File: src/hdl/source_tokenizer_assert.svh
// assertion macros used by the tokenizer queue
`ifndef SOURCE_TOKENIZER_ASSERT_SVH
`define SOURCE_TOKENIZER_ASSERT_SVH

// condition implies consequence in the same cycle
`define STOK_ASSERT_NOW(lbl, ck, rs, cond, cons) \
  lbl: assert property (@(posedge ck) disable iff (rs) (cond) |-> (cons)) \
    else $error("tokenizer check failed");

// condition implies consequence in the following cycle
`define STOK_ASSERT_NEXT(lbl, ck, rs, cond, cons) \
  lbl: assert property (@(posedge ck) disable iff (rs) (cond) |=> (cons)) \
    else $error("tokenizer check failed");

`endif

File: src/hdl/stok_pkg.sv
// shared types, constants and tables of the source tokenizer
package stok_pkg;

  localparam int LINE_BITS   = 16;
  localparam int COLUMN_BITS = 16;
  localparam int LENGTH_BITS = 16;
  localparam int OFFSET_BITS = 24;
  localparam int MAX_TOKENS  = 4;
  localparam int QUEUE_DEPTH_DEF = 4;

  typedef enum logic [3:0] {
    MD_IDLE    = 4'd0,
    MD_COMMENT = 4'd1,
    MD_STRING  = 4'd2,
    MD_OP      = 4'd3,
    MD_IDENT   = 4'd4,
    MD_NUM0    = 4'd5,
    MD_NUM     = 4'd6,
    MD_NUMDOT  = 4'd7,
    MD_FRAC    = 4'd8
  } mode_t;

  localparam logic [5:0] K_NONE     = 6'd0;
  localparam logic [5:0] K_DOT      = 6'd9;
  localparam logic [5:0] K_STAR     = 6'd14;
  localparam logic [5:0] K_DBLSTAR  = 6'd15;
  localparam logic [5:0] K_SLASH    = 6'd16;
  localparam logic [5:0] K_DBLSLASH = 6'd17;
  localparam logic [5:0] K_EQUAL    = 6'd18;
  localparam logic [5:0] K_DBLEQUAL = 6'd19;
  localparam logic [5:0] K_ARROW    = 6'd20;
  localparam logic [5:0] K_GREATER  = 6'd21;
  localparam logic [5:0] K_GTEQUAL  = 6'd22;
  localparam logic [5:0] K_LESS     = 6'd23;
  localparam logic [5:0] K_LSEQUAL  = 6'd24;
  localparam logic [5:0] K_LSGT     = 6'd25;
  localparam logic [5:0] K_STRING   = 6'd26;
  localparam logic [5:0] K_KW0      = 6'd27;
  localparam logic [5:0] K_ID       = 6'd52;
  localparam logic [5:0] K_INT      = 6'd53;
  localparam logic [5:0] K_FLOAT    = 6'd54;
  localparam logic [5:0] K_END      = 6'd55;
  localparam logic [5:0] K_ERROR    = 6'd56;

  localparam logic [1:0] ERR_NONE     = 2'd0;
  localparam logic [1:0] ERR_UNTERM   = 2'd1;
  localparam logic [1:0] ERR_BAD_CHAR = 2'd2;

  localparam logic [1:0] RADIX_DEC = 2'd0;
  localparam logic [1:0] RADIX_BIN = 2'd1;
  localparam logic [1:0] RADIX_OCT = 2'd2;
  localparam logic [1:0] RADIX_HEX = 2'd3;

  localparam logic [7:0] CH_NUL   = 8'h00;
  localparam logic [7:0] CH_TAB   = 8'h09;
  localparam logic [7:0] CH_LF    = 8'h0A;
  localparam logic [7:0] CH_CR    = 8'h0D;
  localparam logic [7:0] CH_SPACE = 8'h20;
  localparam logic [7:0] CH_QUOTE = 8'h22;
  localparam logic [7:0] CH_HASH  = 8'h23;
  localparam logic [7:0] CH_DOT   = 8'h2E;
  localparam logic [7:0] CH_UNDER = 8'h5F;

  // keywords, first letter in the low byte
  localparam logic [47:0] KW_TEXT [25] = '{
    48'("dna"), 48'("tsnoc"), 48'("esle"), 48'("23f"), 48'("46f"),
    48'("eslaf"), 48'("rof"), 48'("cnuf"), 48'("8i"), 48'("61i"),
    48'("23i"), 48'("46i"), 48'("fi"), 48'("ton"), 48'("llun"),
    48'("ro"), 48'("nruter"), 48'("eurt"), 48'("8u"), 48'("61u"),
    48'("23u"), 48'("46u"), 48'("rav"), 48'("elihw"), 48'("rox")
  };

  typedef struct packed {
    logic [5:0]             kind;
    logic [1:0]             err;
    logic [LINE_BITS-1:0]   line;
    logic [COLUMN_BITS-1:0] col;
    logic [LENGTH_BITS-1:0] len;
    logic [OFFSET_BITS-1:0] off;
  } tok_t;

  // tokens caused by one source byte
  typedef struct packed {
    tok_t [MAX_TOKENS-1:0] tk;
    logic [2:0]            cnt;
  } bundle_t;

endpackage

File: src/hdl/stok_scan.sv
// front end: classifies each source byte and builds its token bundle
module stok_scan
  import stok_pkg::*;
(
  input  logic          clk,
  input  logic          rst,
  input  logic          accept,
  input  logic [7:0]    ch,
  input  logic          last,
  output bundle_t       bundle
);

  typedef struct packed {
    mode_t                  mode;
    logic [5:0]             pend;
    logic [47:0]            kw;
    logic [1:0]             radix;
    logic [LENGTH_BITS-1:0] rlen;
    logic [OFFSET_BITS-1:0] roff;
    logic [LINE_BITS-1:0]   rline;
    logic [COLUMN_BITS-1:0] rcol;
    logic [LINE_BITS-1:0]   line;
    logic [COLUMN_BITS-1:0] col;
    logic [OFFSET_BITS-1:0] off;
  } st_t;

  localparam st_t ST_RESET = '{
    mode: MD_IDLE, pend: K_NONE, kw: '0, radix: RADIX_DEC, rlen: '0, roff: '0,
    rline: LINE_BITS'(1), rcol: COLUMN_BITS'(1), line: LINE_BITS'(1),
    col: COLUMN_BITS'(1), off: '0};

  st_t st, st_next;

  function automatic st_t eat(input st_t si);
    st_t s;
    s = si;
    if (s.col != '1) s.col = s.col + 1'b1;
    if (s.off != '1) s.off = s.off + 1'b1;
    return s;
  endfunction

  function automatic st_t grow(input st_t si);
    st_t s;
    s = eat(si);
    if (s.rlen != '1) s.rlen = s.rlen + 1'b1;
    return s;
  endfunction

  function automatic st_t start_run(input st_t si);
    st_t s;
    s = si;
    s.rline = s.line;
    s.rcol  = s.col;
    s.roff  = s.off;
    s.rlen  = '0;
    s.kw    = '0;
    return grow(s);
  endfunction

  function automatic tok_t run_tok(input st_t s, input logic [5:0] k, input logic [1:0] e);
    tok_t t;
    t.kind = k; t.err = e; t.line = s.rline; t.col = s.rcol;
    t.len = s.rlen; t.off = s.roff;
    return t;
  endfunction

  function automatic bundle_t push(input bundle_t bi, input tok_t t, input logic v);
    bundle_t b;
    b = bi;
    if (v && b.cnt < 3'(MAX_TOKENS)) begin
      b.tk[b.cnt[1:0]] = t;
      b.cnt = b.cnt + 3'd1;
    end
    return b;
  endfunction

  function automatic logic is_alpha(input logic [7:0] b);
    return (b >= "a" && b <= "z") || (b >= "A" && b <= "Z");
  endfunction

  function automatic logic is_digit(input logic [7:0] b);
    return b >= "0" && b <= "9";
  endfunction

  function automatic logic radix_digit(input logic [1:0] r, input logic [7:0] b);
    logic d;
    unique case (r)
      RADIX_BIN: d = (b == "0") || (b == "1");
      RADIX_OCT: d = b >= "0" && b <= "7";
      RADIX_HEX: d = is_digit(b) || (b >= "a" && b <= "f") || (b >= "A" && b <= "F");
      default:   d = is_digit(b);
    endcase
    return d;
  endfunction

  function automatic logic [5:0] ident_kind(input st_t s);
    logic [5:0] k;
    k = K_ID;
    if (s.rlen <= LENGTH_BITS'(6)) begin
      for (int i = 24; i >= 0; i--) begin
        if (s.kw == KW_TEXT[i]) k = K_KW0 + 6'(i);
      end
    end
    return k;
  endfunction

  // single-byte punctuation, code equals the token kind
  function automatic logic [4:0] punct(input logic [7:0] b);
    logic [4:0] p;
    unique case (b)
      "(": p = 5'd0;   ")": p = 5'd1;   "[": p = 5'd2;   "]": p = 5'd3;
      "{": p = 5'd4;   "}": p = 5'd5;   ":": p = 5'd6;   ";": p = 5'd7;
      ",": p = 5'd8;   ".": p = 5'd9;   "+": p = 5'd10;  "-": p = 5'd11;
      "%": p = 5'd12;  "$": p = 5'd13;
      default: p = 5'd31;
    endcase
    return p;
  endfunction

  function automatic logic [5:0] op_first(input logic [7:0] b);
    logic [5:0] k;
    unique case (b)
      "*": k = K_STAR;
      "/": k = K_SLASH;
      "=": k = K_EQUAL;
      ">": k = K_GREATER;
      "<": k = K_LESS;
      default: k = K_NONE;
    endcase
    return k;
  endfunction

  function automatic logic [5:0] op_second(input logic [5:0] f, input logic [7:0] b);
    logic [5:0] k;
    k = K_NONE;
    if (f == K_STAR && b == "*") k = K_DBLSTAR;
    if (f == K_SLASH && b == "/") k = K_DBLSLASH;
    if (f == K_EQUAL && b == "=") k = K_DBLEQUAL;
    if (f == K_EQUAL && b == ">") k = K_ARROW;
    if (f == K_GREATER && b == "=") k = K_GTEQUAL;
    if (f == K_LESS && b == "=") k = K_LSEQUAL;
    if (f == K_LESS && b == ">") k = K_LSGT;
    return k;
  endfunction

  // byte seen between tokens, at most one token
  function automatic st_t idle_f(input st_t si, input logic [7:0] b,
                                 output tok_t t, output logic v);
    st_t s;
    logic [4:0] p;
    s = si;
    v = 1'b0;
    t = '0;
    p = punct(b);
    if (b == CH_SPACE || b == CH_TAB) begin
      s = eat(s);
    end else if (b == CH_CR) begin
      if (s.off != '1) s.off = s.off + 1'b1;
    end else if (b == CH_LF) begin
      if (s.off != '1) s.off = s.off + 1'b1;
      if (s.line != '1) s.line = s.line + 1'b1;
      s.col = COLUMN_BITS'(1);
    end else if (b == CH_HASH) begin
      s = eat(s);
      s.mode = MD_COMMENT;
    end else if (p != 5'd31) begin
      s = start_run(s);
      t = run_tok(s, {1'b0, p}, ERR_NONE);
      v = 1'b1;
    end else begin
      s.pend = op_first(b);
      s = start_run(s);
      if (s.pend != K_NONE) begin
        s.mode = MD_OP;
      end else if (b == CH_QUOTE) begin
        s.mode = MD_STRING;
      end else if (is_alpha(b) || b == CH_UNDER) begin
        s.kw = {40'd0, b};
        s.mode = MD_IDENT;
      end else if (is_digit(b)) begin
        s.radix = RADIX_DEC;
        s.mode = (b == "0") ? MD_NUM0 : MD_NUM;
      end else begin
        t = run_tok(s, K_ERROR, ERR_BAD_CHAR);
        v = 1'b1;
      end
    end
    return s;
  endfunction

  always_comb begin
    st_t     s;
    bundle_t bd;
    tok_t    t;
    logic    v;
    logic [5:0] k;
    mode_t   m;
    s  = st;
    bd = '0;
    t  = '0;
    v  = 1'b0;
    k  = K_NONE;
    m  = st.mode;
    if (ch != CH_NUL) begin
      if (m == MD_NUM0) begin
        if (ch == "b" || ch == "o" || ch == "x") begin
          s.radix = (ch == "b") ? RADIX_BIN : (ch == "o") ? RADIX_OCT : RADIX_HEX;
          s = grow(s);
          s.mode = MD_NUM;
        end else begin
          m = MD_NUM;
          s.mode = MD_NUM;
        end
      end
      unique case (m)
        MD_NUM0: ;
        MD_COMMENT: begin
          if (ch == CH_LF) begin
            s.mode = MD_IDLE;
            s = idle_f(s, ch, t, v);
            bd = push(bd, t, v);
          end else s = eat(s);
        end
        MD_STRING: begin
          if (ch == CH_QUOTE) begin
            s = grow(s);
            bd = push(bd, run_tok(s, K_STRING, ERR_NONE), 1'b1);
            s.mode = MD_IDLE;
          end else if (ch == CH_LF) begin
            bd = push(bd, run_tok(s, K_ERROR, ERR_UNTERM), 1'b1);
            s.mode = MD_IDLE;
            s = idle_f(s, ch, t, v);
            bd = push(bd, t, v);
          end else s = grow(s);
        end
        MD_OP: begin
          k = op_second(s.pend, ch);
          if (k != K_NONE) begin
            s = grow(s);
            bd = push(bd, run_tok(s, k, ERR_NONE), 1'b1);
            s.mode = MD_IDLE;
          end else begin
            bd = push(bd, run_tok(s, s.pend, ERR_NONE), 1'b1);
            s.mode = MD_IDLE;
            s = idle_f(s, ch, t, v);
            bd = push(bd, t, v);
          end
        end
        MD_IDENT: begin
          if (is_alpha(ch) || is_digit(ch) || ch == CH_UNDER) begin
            if (s.rlen < LENGTH_BITS'(6)) s.kw[{s.rlen[2:0], 3'b000} +: 8] = ch;
            s = grow(s);
          end else begin
            bd = push(bd, run_tok(s, ident_kind(s), ERR_NONE), 1'b1);
            s.mode = MD_IDLE;
            s = idle_f(s, ch, t, v);
            bd = push(bd, t, v);
          end
        end
        MD_NUM: begin
          if (radix_digit(s.radix, ch)) s = grow(s);
          else if (ch == CH_DOT) s.mode = MD_NUMDOT;
          else begin
            bd = push(bd, run_tok(s, K_INT, ERR_NONE), 1'b1);
            s.mode = MD_IDLE;
            s = idle_f(s, ch, t, v);
            bd = push(bd, t, v);
          end
        end
        MD_NUMDOT: begin
          if (radix_digit(s.radix, ch)) begin
            s = grow(grow(s));
            s.mode = MD_FRAC;
          end else begin
            bd = push(bd, run_tok(s, K_INT, ERR_NONE), 1'b1);
            s.mode = MD_IDLE;
            s = idle_f(s, CH_DOT, t, v);
            bd = push(bd, t, v);
            s = idle_f(s, ch, t, v);
            bd = push(bd, t, v);
          end
        end
        MD_FRAC: begin
          if (radix_digit(s.radix, ch)) s = grow(s);
          else begin
            bd = push(bd, run_tok(s, K_FLOAT, ERR_NONE), 1'b1);
            s.mode = MD_IDLE;
            s = idle_f(s, ch, t, v);
            bd = push(bd, t, v);
          end
        end
        default: begin
          s.mode = MD_IDLE;
          s = idle_f(s, ch, t, v);
          bd = push(bd, t, v);
        end
      endcase
    end
    // end of source: flush the open token, then the end token
    if (ch == CH_NUL || last) begin
      unique case (s.mode)
        MD_STRING: bd = push(bd, run_tok(s, K_ERROR, ERR_UNTERM), 1'b1);
        MD_OP:     bd = push(bd, run_tok(s, s.pend, ERR_NONE), 1'b1);
        MD_IDENT:  bd = push(bd, run_tok(s, ident_kind(s), ERR_NONE), 1'b1);
        MD_NUM0, MD_NUM: bd = push(bd, run_tok(s, K_INT, ERR_NONE), 1'b1);
        MD_NUMDOT: begin
          bd = push(bd, run_tok(s, K_INT, ERR_NONE), 1'b1);
          s.mode = MD_IDLE;
          s = idle_f(s, CH_DOT, t, v);
          bd = push(bd, t, v);
        end
        MD_FRAC:   bd = push(bd, run_tok(s, K_FLOAT, ERR_NONE), 1'b1);
        default: ;
      endcase
      t.kind = K_END; t.err = ERR_NONE; t.line = s.line; t.col = s.col;
      t.len = LENGTH_BITS'(1); t.off = s.off;
      bd = push(bd, t, 1'b1);
      s = ST_RESET;
    end
    st_next = s;
    bundle  = bd;
  end

  always_ff @(posedge clk) begin
    if (rst) begin
      st <= ST_RESET;
    end else if (accept) begin
      st <= st_next;
    end
  end

endmodule

File: src/hdl/stok_queue.sv
// bundle queue between the scanner and the token emitter
module stok_queue
  import stok_pkg::*;
#(
  parameter int DEPTH = QUEUE_DEPTH_DEF
)(
  input  logic    clk,
  input  logic    rst,
  input  logic    push,
  input  bundle_t wr_data,
  input  logic    pop,
  output bundle_t rd_data,
  output logic    full,
  output logic    empty
);

  `include "source_tokenizer_assert.svh"

  localparam int PW = (DEPTH > 1) ? $clog2(DEPTH) : 1;
  localparam int CW = $clog2(DEPTH + 1);

  bundle_t       slots [DEPTH];
  logic [PW-1:0] wr_ptr, rd_ptr;
  logic [CW-1:0] count;

  assign full    = (count == CW'(DEPTH));
  assign empty   = (count == '0);
  assign rd_data = slots[rd_ptr];

  always_ff @(posedge clk) begin
    if (push) slots[wr_ptr] <= wr_data;
  end

  always_ff @(posedge clk) begin
    if (rst) begin
      wr_ptr <= '0;
      rd_ptr <= '0;
      count  <= '0;
    end else begin
      if (push) wr_ptr <= (wr_ptr == PW'(DEPTH - 1)) ? '0 : wr_ptr + 1'b1;
      if (pop)  rd_ptr <= (rd_ptr == PW'(DEPTH - 1)) ? '0 : rd_ptr + 1'b1;
      if (push && !pop) count <= count + 1'b1;
      else if (pop && !push) count <= count - 1'b1;
    end
  end

  `STOK_ASSERT_NOW(a_no_overflow, clk, rst, push, !full)
  `STOK_ASSERT_NOW(a_no_underflow, clk, rst, pop, !empty)
  `STOK_ASSERT_NOW(a_no_empty_bundle, clk, rst, push, wr_data.cnt != 3'd0)
  `STOK_ASSERT_NEXT(a_count_up, clk, rst, push && !pop, count == $past(count) + 1'b1)

endmodule

File: src/hdl/stok_emit.sv
// back end: splits bundles into single tokens on a registered output
module stok_emit
  import stok_pkg::*;
(
  input  logic    clk,
  input  logic    rst,
  input  bundle_t head,
  input  logic    head_valid,
  output logic    pop,
  output logic    out_valid,
  input  logic    out_ready,
  output tok_t    out_tok,
  output logic    out_last
);

  bundle_t    cur;
  logic       have;
  logic [1:0] idx;
  logic       load, final_tok;

  assign final_tok = ({1'b0, idx} + 3'd1) == cur.cnt;
  assign load      = have && (!out_valid || out_ready);
  assign pop       = head_valid && (!have || (load && final_tok));

  always_ff @(posedge clk) begin
    if (rst) begin
      have      <= 1'b0;
      idx       <= '0;
      out_valid <= 1'b0;
    end else begin
      if (load) out_valid <= 1'b1;
      else if (out_ready) out_valid <= 1'b0;
      if (pop) begin
        have <= 1'b1;
        idx  <= '0;
      end else if (load) begin
        if (final_tok) have <= 1'b0;
        else idx <= idx + 2'd1;
      end
    end
  end

  always_ff @(posedge clk) begin
    if (pop) cur <= head;
    if (load) begin
      out_tok  <= cur.tk[idx];
      out_last <= final_tok;
    end
  end

endmodule

File: src/hdl/source_tokenizer.sv
// top level of the streaming source tokenizer
//
//  channel  | dir | data
//  s_*      | in  | tdata[7:0] source byte, tlast final byte of source
//  m_*      | out | tdata token fields, tlast last token of one source byte
//
// one source byte is taken per cycle while the bundle queue has room
// the scanner works out every token of a byte in the cycle it is accepted
// tokens leave one per cycle while m_tready is high, so the tokens of one byte leave one after another
// a token passes the queue slot, the emitter's bundle register and the output register before it appears
// rst clears scanner state, queue pointers and the output valid
// m_tready low backs up the queue, then s_tready drops once the queue is full
module source_tokenizer
  import stok_pkg::*;
#(
  parameter int QUEUE_DEPTH = QUEUE_DEPTH_DEF
)(
  input  logic        clk,
  input  logic        rst,
  input  logic        s_tvalid,
  output logic        s_tready,
  input  logic [7:0]  s_tdata,   // ch[7:0]
  input  logic        s_tlast,
  output logic        m_tvalid,
  input  logic        m_tready,
  // token_kind[5:0], error_kind[7:6], start_line[23:8], start_column[39:24],
  // token_length[55:40], start_offset[79:56]
  output logic [79:0] m_tdata,
  output logic        m_tlast    // run_end
);

  logic    accept;
  bundle_t bundle, head;
  logic    q_full, q_empty, q_pop, q_push;
  tok_t    tok;

  assign s_tready = !q_full;
  assign accept   = s_tvalid && s_tready;
  // a byte that only moves counters makes no queue entry
  assign q_push   = accept && (bundle.cnt != 3'd0);

  stok_scan u_scan (
    .clk    (clk),
    .rst    (rst),
    .accept (accept),
    .ch     (s_tdata),
    .last   (s_tlast),
    .bundle (bundle)
  );

  stok_queue #(.DEPTH(QUEUE_DEPTH)) u_queue (
    .clk     (clk),
    .rst     (rst),
    .push    (q_push),
    .wr_data (bundle),
    .pop     (q_pop),
    .rd_data (head),
    .full    (q_full),
    .empty   (q_empty)
  );

  stok_emit u_emit (
    .clk        (clk),
    .rst        (rst),
    .head       (head),
    .head_valid (!q_empty),
    .pop        (q_pop),
    .out_valid  (m_tvalid),
    .out_ready  (m_tready),
    .out_tok    (tok),
    .out_last   (m_tlast)
  );

  // fields packed from the lowest bit up
  assign m_tdata = {tok.off, tok.len, tok.col, tok.line, tok.err, tok.kind};

endmodule

File: config.mk
export PLATFORM = sky130hd
export DESIGN_NAME = source_tokenizer
export DESIGN_NICKNAME = d
export VERILOG_FILES = /design/src/hdl/stok_pkg.sv /design/src/hdl/stok_scan.sv /design/src/hdl/stok_queue.sv /design/src/hdl/stok_emit.sv /design/src/hdl/source_tokenizer.sv
export VERILOG_INCLUDE_DIRS = /design/src /design/src/hdl
export SDC_FILE = /design/constraint.sdc
export NUM_CORES = 2
export LEC_CHECK = 0
export BUFFER_PORTS_ARGS = -buffer_cell sky130_fd_sc_hd__buf_2
export CAP_MARGIN = 20
export CORE_MARGIN = 4
export CORE_UTILIZATION = 69
export DETAILED_ROUTE_END_ITERATION = 7
export HOLD_SLACK_MARGIN = 0.05
export PLACE_DENSITY = 0.86
export SKIP_CTS_REPAIR_TIMING = 1
export SYNTH_ARGS = -nofsm -noshare
export SYNTH_HDL_FRONTEND = slang
export SYNTH_SLANG_ARGS = --single-unit
File: constraint.sdc
create_clock -name clk -period 30.7 [get_ports clk]
set_input_delay 9.21 -clock clk [delete_from_list [all_inputs] [get_ports clk]]
set_output_delay 9.21 -clock clk [all_outputs]
set_load 0.02 [all_outputs]
==> flow_summary.yaml, run 1 <==
status:
  stop_stage: "global routing"
  run_status: "stopped before the end"
  tool.error: "[ERROR GRT-0116] Global routing finished with congestion. Check the congestion regions in the DRC Viewer."
synthesis:
  yosysSeqAreaShare_pct: 56.3
  synth-seq-cells: 1890
  synth-edff-count: 1691
  syn_avg_cell_area_sq_um: 12.0
  synthArstFlopShare_pct: 0
  netlist_instances: 8115
  ys.flop_type: "edfxtp_1"
  syn_nets: 8163
  netlist_area_sq_um: 97200
  synthDistinctLibCells: 119
  ys.warnings.count: 0
clocking:
  cts.sinks: 1890
  numCtsBuffers: 179
  htreeDepth: 4
  cts_root_buffer: "clkbuf_16"
  clockBufferDepth: 3
floorplan:
  ioPinCount: 96
  die_h_um: 383
  num_rows: 137
  start_util_pct: 69.6
  die_w_um: 383
place:
  post-dp-hpwl_mm: 289
  pre_cts_ws_ns: 10.68
  place_congestion: 1.09
  place.port_buffers: 95
global_route:
  grt_pass1_wl_mm: 836
  grt_max_degree: 149
  grt_usage_pct: 80.7
  grt_pass1_vias: 104000
  grt-ovfl-total: 520
==> per-stage QoR <==
step | std cells | cell area, sq um
2_1_floorplan | 8115 | 97200
3_3_place_gp | 9679 | 99800
3_5_place_dp | 9680 | 99800
4_1_cts | 10000 | 106000
==> routing by layer <==
layer / GRT overflow / track usage, %
met5: 18 / 56.2
met4: 129 / 72.0
met3: 123 / 73.4
met2: 157 / 91.6
met1: 93 / 81.7
==> cell families after synthesis <==
logic type / synth area share [%]
simple gates: 12.5
flops: 56.3
mux: 10.1
compound gates: 16.6
xor+xnor: 1.19
buf+inv: 2.89
fa+ha+maj: 0.458
==> synthesized netlist by cell type (all sizes together), types with 104 or more instances <==
library cell	instances	area [sq um]
edfxtp	1691	50800
nor2	829	3110
nand2	550	2070
a21oi	535	2690
clkbuf	499	1880
o21ai	453	2270
mux4	401	9030
a22oi	268	2010
nor3	213	1100
dfxtp	199	3980
nand3	199	1000
o22ai	163	1020
buf	142	649
a31oi	117	747
nand4	104	663
==> run 2, diff against run 1 <==
Settings changed: CORE_UTILIZATION 69 to 40, HOLD_SLACK_MARGIN 0.05 to default, PLACE_DENSITY 0.86 to default, PLACE_DENSITY_LB_ADDON from default to 0.15.
==> flow_summary.yaml, run 2 <==
status:
  run_status: "complete, but fails checks"
  violations: "DRC"
clocking:
  clk_transition_reported_paths_ns: 0.06
  cts_tree: "built"
  htreeDepth: 4
  cts.sinks: 1890
  clockBufferDepth: 3
  cts_root_buffer: "clkbuf_16"
  worstSkewPairLatency_ns: 0.89
  numCtsBuffers: 200
synthesis:
  yosysTopAreaCellShare_pct: 52.2
  netlist_area_sq_um: 97200
  ys.warnings.count: 0
  ys.flop_type: "edfxtp_1"
  synth_most_common_cell: "edfxtp_1"
  synthDistinctLibCells: 119
  yosysSeqAreaShare_pct: 56.3
  synthTopCellsByArea: "edfxtp_1 52%, mux4_2 9.3%, dfxtp_1 4.1%"
  syn_avg_cell_area_sq_um: 12.0
  synth-seq-cells: 1890
  yosys.area.top_type: "edfxtp_1"
  synth_commonest_cells: "1691 x edfxtp_1, 828 x nor2_1, 549 x nand2_1, 534 x a21oi_1, 497 x clkbuf_1"
  synth-edff-count: 1691
  netlist_instances: 8115
  syn_nets: 8163
  synthArstFlopShare_pct: 0
critical_path:
  reg2reg_from: "u_scan.st[24]$_SDFFE_PP1P_"
  rrSetupSlack_ns: 18.39
  max_stage_delay_ns: 0.73
  crit_path_start_kind: "input port"
  crit_top_cell: "nand2_1"
  rr_worst_depth: 35
  cp_max_fo: 34
  end_kind: "flip-flop"
  rr_endpoint: "u_queue.slots[1][284]$_DFFE_PP_"
  slowest_stage: "nor2_1"
  worstPathRequired_ns: 31.19
  critical_path_class: "in2reg"
  arrival_ns: 20.60
cells_and_area:
  layout_commonest_cell: "edfxtp_1"
  layout_common_cells: "1691 x edfxtp_1, 805 x nor2_1, 536 x nand2_1"
  largest_reg_flops: 1288
  layout.nets: 8122
  regMostFlops: "u_queue.slots"
  largestRegisters: "u_queue.slots: 1288 flops, u_emit.cur: 322 flops, u_scan.st: 188 flops"
  final_cells: 11500
  drive_above_1_share_pct: 16.0
  area_delta_synth_final_pct: 11.9
route:
  dr.first_iter.drc_count: 11400
  avgRoutedWirePerCell_um: 36.2
  num_vias: 78600
  drtPass1Iterations: 8
  route.detailed.drc: 50
  drt-total-wl_mm: 414
  postRouteAntennaNets: 0
  via_per_inst: 6.86
global_route:
  grt-ovfl-total: 0
  grt_antenna_before_repair: 17
  grt_pass1_wl_mm: 582
  grt_usage_pct: 32.2
  grt_pass1_vias: 74200
  grt_max_degree: 146
timing:
  final_hold_viol_count: 0
  rsz0062_at_grt: "false"
  fin_setup_tns_ns: 0
  fin_crit_sh_pct: 65.5
  slew_viol_final: 0
  worst_pin_slew_ns: 1.33
  final.setup_skew_ns: 0.0813
  fmax_mhz: 49.7
  finalWorstSetupSlack_ns: 10.60
  min_period_ns: 20.10
  fin_hold_ws_ns: 0.487
  relSlewSlack_pct: 11.5
  setup_viol: 0
place:
  post-dp-hpwl_mm: 278
  place.port_buffers: 95
  place_congestion: 1.01
  pre_cts_ws_ns: 10.32
  placedCellCount: 11000
floorplan:
  start_util_pct: 40.3
  die_w_um: 501
  dieArea_sq_um: 251000
  ioPinCount: 96
  num_rows: 180
  core-area_sq_um: 241000
  die_h_um: 501
hold_path:
  hold_path.class: "reg2reg"
  hold_depth: 2
  min_to: "u_scan.st[168]$_SDFFE_PP0P_"
  hp-start: "u_scan.st[168]$_SDFFE_PP0P_"
job:
  maxCapViolations: 0
power:
  power_mw: 7.69
  ir_drop_mv: 0.0676
  p_leak_nw: 33.8
  pwr_density_cell_nw_per_um2: 70.7
==> run 2: area by class of cell <==
| cell class | instances | area [sq um] |
|---|---|---|
| Clock inverter | 128 | 1370 |
| Tap cell | 3185 | 3990 |
| Timing Repair Buffer | 398 | 2890 |
| Fill cell | 21800 | 132000 |
| Sequential cell | 1890 | 54800 |
| Clock buffer | 248 | 5390 |
| Antenna cell | 21 | 52.6 |
| Multi-Input combinational cell | 5509 | 40000 |
| Inverter | 75 | 289 |
==> run 2: worst max-delay path by stage <==
stage / start / endpoint / slack [ns] / depth (start not counted)
floorplan: s_tdata[6] / u_queue.slots[0][0]$_DFFE_PP_ / 8.26 / 20
global placement: s_tdata[2] / u_queue.slots[3][180]$_DFFE_PP_ / 10.32 / 22
detailed placement: s_tdata[2] / u_queue.slots[0][284]$_DFFE_PP_ / 10.32 / 31
CTS: s_tdata[2] / u_queue.slots[1][284]$_DFFE_PP_ / 11.14 / 31
global route: s_tdata[2] / u_queue.slots[0][284]$_DFFE_PP_ / 10.48 / 35
finish: s_tdata[2] / u_queue.slots[3][284]$_DFFE_PP_ / 10.60 / 33
==> run 2: stage by stage <==
stage,cell area (sq um),utilization (%)
after floorplan,97200,-
after CTS,109000,45.0
final,109000,45.1
after detailed placement,102000,42.2
after global routing,109000,45.1
after global placement,102000,42.2
==> run 2: logic make-up after synthesis <==
| logic type | after synthesis | share of synthesized area, % |
|---|---|---|
| muxes | 472 | 10.1 |
| buffers and inverters | 716 | 2.89 |
| adders and majority gates | 35 | 0.458 |
| DFF | 1890 | 56.3 |
| AOI/OAI and AO/OA | 2387 | 16.6 |
| xor gates and xnor gates | 132 | 1.19 |
| and+or+nand+nor | 2483 | 12.5 |
==> run 2: routing by layer <==
layer	part of all wire, %	GRT usage [%]	vias up
met3	9.4	7.10	1189
met2	43	47.1	4961
met5	0.0094	0.0772	-
met4	5.5	15.2	6
met1	42	45.4	40000
li1	-	-	32500
==> run 2: worst max-delay path: cells and delay by family <==
| family | cells | cell delay, ns |
|---|---|---|
| AOI/OAI and AO/OA | 9 | 3.09 |
| xor gates and xnor gates | 1 | 0.27 |
| adders and majority gates | 3 | 1.10 |
| buffers and inverters | 5 | 1.49 |
| muxes | 1 | 0.44 |
| and+or+nand+nor | 14 | 4.95 |
==> run 2: power by group <==
group          total [mW]  internal [mW]  switching, mW
Combinational        1.64          0.584           1.05
Clock                2.48           1.42           1.06
Sequential           3.58           3.43          0.148
Total                7.69           5.44           2.25
(Power assumes the default switching activity.)
